==> config.mk <==
export PLATFORM = sky130hd
export DESIGN_NAME = b2b_mix
export DESIGN_NICKNAME = d
export VERILOG_FILES = /design/src/sv/b2b_pkg.sv /design/src/sv/b2b_mix.sv
export SDC_FILE = /design/constraint.sdc
export NUM_CORES = 1
export LEC_CHECK = 0
export BUFFER_PORTS_ARGS = -buffer_cell sky130_fd_sc_hd__buf_2
export CORE_AREA = 2 2 227 229
export DETAILED_ROUTE_END_ITERATION = 8
export DIE_AREA = 0 0 229 231
export REMOVE_ABC_BUFFERS = 1
export SYNTH_ARGS = -nofsm -noshare
export SYNTH_HDL_FRONTEND = slang
export SYNTH_SLANG_ARGS = --single-unit
==> constraint.sdc <==
create_clock -name vclk -period 12.6
set_clock_uncertainty 0.1 [all_clocks]
set_input_delay 3.78 -clock vclk [all_inputs]
set_output_delay 3.78 -clock vclk [all_outputs]
set_load 0.03 [all_outputs]
==> src/sv/b2b_pkg.sv <==
`timescale 1ns / 1ps

package b2b_pkg;

	// Input transaction payload.
	typedef struct packed {
		logic [63:0] data_word;
		logic [3:0]  byte_count;
		logic        is_last;
	} in_item_t;

	// Output transaction payload.
	typedef struct packed {
		logic [63:0] digest_word;
		logic [3:0]  digest_bytes;
		logic        last_word;
	} out_item_t;

	// Initialization vector.
	localparam logic [63:0] IV [8] = '{
		64'h6A09E667F3BCC908, 64'hBB67AE8584CAA73B,
		64'h3C6EF372FE94F82B, 64'hA54FF53A5F1D36F1,
		64'h510E527FADE682D1, 64'h9B05688C2B3E6C1F,
		64'h1F83D9ABFB41BD6B, 64'h5BE0CD19137E2179};

	localparam logic [63:0] PARAM_BASE = 64'h0000000001010000;
	localparam logic [63:0] FINAL_FLAG = '1;

	// Message word schedule, flattened by round and position.
	localparam logic [3:0] SIGMA [10][16] = '{
		'{4'd0, 4'd1, 4'd2, 4'd3, 4'd4, 4'd5, 4'd6, 4'd7,
		  4'd8, 4'd9, 4'd10, 4'd11, 4'd12, 4'd13, 4'd14, 4'd15},
		'{4'd14, 4'd10, 4'd4, 4'd8, 4'd9, 4'd15, 4'd13, 4'd6,
		  4'd1, 4'd12, 4'd0, 4'd2, 4'd11, 4'd7, 4'd5, 4'd3},
		'{4'd11, 4'd8, 4'd12, 4'd0, 4'd5, 4'd2, 4'd15, 4'd13,
		  4'd10, 4'd14, 4'd3, 4'd6, 4'd7, 4'd1, 4'd9, 4'd4},
		'{4'd7, 4'd9, 4'd3, 4'd1, 4'd13, 4'd12, 4'd11, 4'd14,
		  4'd2, 4'd6, 4'd5, 4'd10, 4'd4, 4'd0, 4'd15, 4'd8},
		'{4'd9, 4'd0, 4'd5, 4'd7, 4'd2, 4'd4, 4'd10, 4'd15,
		  4'd14, 4'd1, 4'd11, 4'd12, 4'd6, 4'd8, 4'd3, 4'd13},
		'{4'd2, 4'd12, 4'd6, 4'd10, 4'd0, 4'd11, 4'd8, 4'd3,
		  4'd4, 4'd13, 4'd7, 4'd5, 4'd15, 4'd14, 4'd1, 4'd9},
		'{4'd12, 4'd5, 4'd1, 4'd15, 4'd14, 4'd13, 4'd4, 4'd10,
		  4'd0, 4'd7, 4'd6, 4'd3, 4'd9, 4'd2, 4'd8, 4'd11},
		'{4'd13, 4'd11, 4'd7, 4'd14, 4'd12, 4'd1, 4'd3, 4'd9,
		  4'd5, 4'd0, 4'd15, 4'd4, 4'd8, 4'd6, 4'd2, 4'd10},
		'{4'd6, 4'd15, 4'd14, 4'd9, 4'd11, 4'd3, 4'd0, 4'd8,
		  4'd12, 4'd2, 4'd13, 4'd7, 4'd1, 4'd4, 4'd10, 4'd5},
		'{4'd10, 4'd2, 4'd8, 4'd4, 4'd7, 4'd6, 4'd1, 4'd5,
		  4'd15, 4'd11, 4'd9, 4'd14, 4'd3, 4'd12, 4'd13, 4'd0}};

	// Work vector indexes a, b, c, d for each of the eight G steps of a round.
	localparam logic [3:0] G_A [8] = '{4'd0, 4'd1, 4'd2, 4'd3, 4'd0, 4'd1, 4'd2, 4'd3};
	localparam logic [3:0] G_B [8] = '{4'd4, 4'd5, 4'd6, 4'd7, 4'd5, 4'd6, 4'd7, 4'd4};
	localparam logic [3:0] G_C [8] = '{4'd8, 4'd9, 4'd10, 4'd11, 4'd10, 4'd11, 4'd8, 4'd9};
	localparam logic [3:0] G_D [8] = '{4'd12, 4'd13, 4'd14, 4'd15, 4'd15, 4'd12, 4'd13, 4'd14};

	// One G quadruple travelling to and from the mixing unit.
	typedef struct packed {
		logic [63:0] a;
		logic [63:0] b;
		logic [63:0] c;
		logic [63:0] d;
	} quad_t;

endpackage

==> src/sv/b2b_mix.sv <==
`timescale 1ns / 1ps

// One half of the BLAKE2b G function; the sequencer applies it twice per G step.
module b2b_mix (
	input  b2b_pkg::quad_t  quad_in,
	input  logic [63:0]     msg,
	input  logic            second,
	output b2b_pkg::quad_t  quad_out
);

	logic [63:0] a_n, d_x, c_n, b_x;

	always_comb begin
		a_n = quad_in.a + quad_in.b + msg;
		d_x = quad_in.d ^ a_n;
		quad_out.a = a_n;
		quad_out.d = second ? {d_x[15:0], d_x[63:16]} : {d_x[31:0], d_x[63:32]};
		c_n = quad_in.c + quad_out.d;
		b_x = quad_in.b ^ c_n;
		quad_out.c = c_n;
		quad_out.b = second ? {b_x[62:0], b_x[63]} : {b_x[23:0], b_x[63:24]};
	end

endmodule

Word level (Yosys, flattened, before mapping)
Index checks and enable logic that the tools add are counted.
{ "totals": {"output_inout_bits": 256, "latch_bits": 0, "in_bits": 321, "mem_bits_rw": 0, "mem_bits_ro": 0, "ff_bits": 0, "wordCells": 7, "memories": 0} }
{ "classes": {"eq_ne": 0, "reduce_logical": 0, "mul": 0, "bitwise_logic": 2, "mux": 2, "n_shift": 0, "order_cmp": 0, "div_mod_pow": 0, "n_addsub": 3} }
{ "op_table": {"columns": ["cell", "count"], "rows": [
  ["adder 64 bit", 3],
  ["2-to-1 mux 64 bit", 2],
  ["bitwise XOR 64 bit", 2]
]} }

Logic depth before layout (Yosys ltp)
{ "depth": {"ltp_word": 7, "ltp_mapped": 30, "mapped_depth_nobuf": 29} }

Least setup slack after synthesis
No wires, ideal clock.
{ "synth_timing": {"path_kind": "input to output", "startpoint": "in quad_in[129] (netlist bit)", "endpoint": "out quad_out[164] (netlist bit)", "required_time_ps": 8720, "t_arrival_ps": 10980, "setup_slack_ps": -2260, "path_buffers": 1, "cell_stages": 30, "cell_sequence": "inv_1 -> fa_1 -> inv_1 -> ha_1 -> inv_1 -> fa_1 -> nand2b_1 -> a21oi_1 -> a41oi_1 -> a31oi_1 -> o21ai_1 -> nand3b_1 -> a21oi_1 -> o21ai_0 -> xor2_1 -> xnor2_1 -> mux2i_1 -> ha_1 -> clkbuf_1 -> a21oi_1 -> nand2_1 -> a2111oi_0 -> o21bai_1 -> o21bai_2 -> a211oi_1 -> o21a_1 -> o21ai_1 -> xor2_1 -> xnor2_1 -> mux2i_1"} }
{ "synth_rtl": {"columns": ["item", "line_no", "rtl"], "rows": [
  ["start: declaration", "b2b_mix.sv:5", "input b2b_pkg::quad_t quad_in,"],
  ["end: declaration", "b2b_mix.sv:8", "output b2b_pkg::quad_t quad_out"]
]} }

==> impl_metrics.json <==
{
  "grt_pass1_vias": 18205,
  "slowest_delay_ns": 0.53,
  "numPortBuffers": 577,
  "vias": 18296,
  "layout_setup_ws_ns": -1.57,
  "ir_drop_mv": 0.215,
  "grt_overflow": 0,
  "wl_um": 88400,
  "drv_cap": 0,
  "arrival_ns": 10.29,
  "final_cell_area_um2": 26500,
  "start_kind": "input pin",
  "layout-drive-gt1-share_pct": 64.5,
  "yosysSeqAreaShare_pct": 0,
  "via_per_inst": 4.95,
  "end_kind": "primary output",
  "final_cell_mix": "841 x buf_4, 439 x buf_2, 228 x buf_6, 134 x nor2_1, 118 x a21oi_1",
  "leakage_nw": 12.9,
  "register_area_um2": 0,
  "start_util_pct": 22.6,
  "rows": 83,
  "track_usage_pct": 31.2,
  "hold_viol_final": 0,
  "crit_type": "input pin to primary output",
  "routedWlPerCell_um": 23.9,
  "worst_hold_slack_ns": 7.95,
  "die_h_um": 231,
  "grt_pass1_wl_um": 121000,
  "fp.dieW_um": 229,
  "min_path_type": "input pin to primary output",
  "combPwrFrac_pct": 100.0,
  "yosysWarnings": 0,
  "critPathSlowestCell": "fa_1",
  "synthesis.area_um2": 11500,
  "drv_slew": 0,
  "antenna_found_initial": 15,
  "seq_cell_count": 0,
  "worst_pin_slew_ns": 0.742,
  "fin_crit_ns": 14.17,
  "final_common_cell": "buf_4",
  "outcome": "finished with violations",
  "drt_pre_antenna_iters": 5,
  "io_pins": 577,
  "setup-violations-final": 124,
  "period_share_pct": 112,
  "grt_max_degree": 96,
  "switching_share_pct": 53.8,
  "cp_max_fo": 4,
  "clockPowerShare_pct": 0,
  "power_density_nw_per_um2": 379,
  "violations": "setup timing",
  "postSynthAreaPerCell_um2": 7.37,
  "globalplace.congestion": 0.975,
  "sequentialPowerShare_pct": 0,
  "synth_cell_types": 83,
  "nClkBuffers": 0,
  "holdBufCountCts": 0,
  "internal-power_mw": 4.64,
  "antenna_left": 0,
  "first_iter_violations": 1150,
  "netlist_instances": 1554,
  "place_ws_ns": -2.49,
  "die_area_um2": 52900,
  "core_um2": 50700,
  "total_power_mw": 10.0,
  "remaining_drc_errors": 0,
  "relSlewSlack_pct": 50.5,
  "place_hpwl_um": 75100,
  "syn2layout_area_growth_pct": 131,
  "cp_common_cell": "buf_6",
  "fin_nets": 3521,
  "rsz0062_at_grt": "yes",
  "power_switching_mw": 5.40,
  "worst_ep_required_time_ns": 8.72,
  "placed_cell_area_um2": 20800,
  "clock.fmax_ghz": 0.0706
}
-- power groups by stage --
| stage | Clock [mW] | Sequential (mW) | Combinational, mW |
|---|---|---|---|
| finish | 0.000000107 | 0 | 10.0 |
| CTS | 0 | 0 | 9.13 |
| global placement | 0 | 0 | 7.35 |
| detailed placement | 0 | 0 | 7.32 |
| global route | 0.0000000531 | 0 | 10.4 |
| floorplan | 0 | 0 | 3.47 |
-- cell usage after synthesis (all sizes together) (3+ instances only) --
cell,count,area (um^2)
a21oi,208,1040
xnor2,158,1400
nor2,153,574
ha,125,1560
nand2,112,420
xor2,95,840
o21ai,85,440
a21o,75,563
fa,65,1300
clkbuf,59,221
inv,47,176
mux2i,45,450
o21bai,33,255
nand4,31,194
nand3,24,120
a211oi,20,155
a31oi,18,119
nor3,18,95.1
o21a,17,128
buf,16,81.3
nand2b,14,87.6
nor2b,11,71.3
and3,10,62.6
a2111oi,9,111
and4,9,78.8
or3,9,56.3
and2,8,50.1
o31ai,8,83.8
or2,8,50.1
o211ai,7,52.6
a211o,5,43.8
mux2,4,45.0
nor4,4,25.0
o2111ai,4,41.3
a21boi,3,22.5
xnor3,3,67.6
-- critical path, delay by kind of cell --
kind / cells / cell delay (ns)
AOI/OAI and AO/OA: 12 / 2.68
and+or+nand+nor: 4 / 0.59
xor gates and xnor gates: 3 / 0.51
buffers and inverters: 11 / 1.46
adders and majority gates: 3 / 1.15
muxes: 1 / 0.07
-- final cells by class --
type                       count  area, um^2
fill                        4850       24200
antenna                       10        25.0
timing repair buffer        1529       11400
multi-input combinational   1432       14000
inverter                      47         184
tap                          680         851
-- kinds of logic (layout without fill, tap and decap cells) --
kind of cell             after synthesis  count (layout)  synth area share (%)
AO/OA/AOI/OAI                        520             520                  29.2
XOR/XNOR                             258             258                  20.5
adder cells (fa/ha/maj)              190             190                  25.0
buffers and inverters                122            1576                  4.18
multiplexers                          49              49                  4.32
other                                  0              10                     0
AND/OR/NAND/NOR                      415             415                  16.8
-- metrics by stage --
stage / std cells / util (%) / TNS [ns]
after global routing: 3693 / 52.2 / -167.42
after CTS: 3674 / 48.7 / -143.83
final: 3698 / 52.2 / -143.73
after floorplan: 1479 / - / -182.12
after global placement: 3516 / 41.0 / -223.61
after detailed placement: 3516 / 41.0 / -225.83
-- timing repair --
item                       in CTS  in global routing
hold endpoints to repair        0                  0
pin swaps                     196                179
resized for setup             596                366
setup buffers                 187                 84
setup endpoints to repair     125                127
-- path summary, 6_finish.rpt --
check | start | end | slack (ns) | cells past startpoint
worst max-delay path | msg[19] | quad_out[191] | -1.57 | 34
worst min-delay path | quad_in[64] | quad_out[64] | 7.95 | 3
-- layer usage --
metal | wire length [um] | global-route usage, %
met1 | 35700 | 38.5
met2 | 41000 | 52.5
met3 | 6250 | 5.74
met4 | 5380 | 14.7
met5 | 88 | 0
No activity file was read; power rests on OpenSTA's default activity.
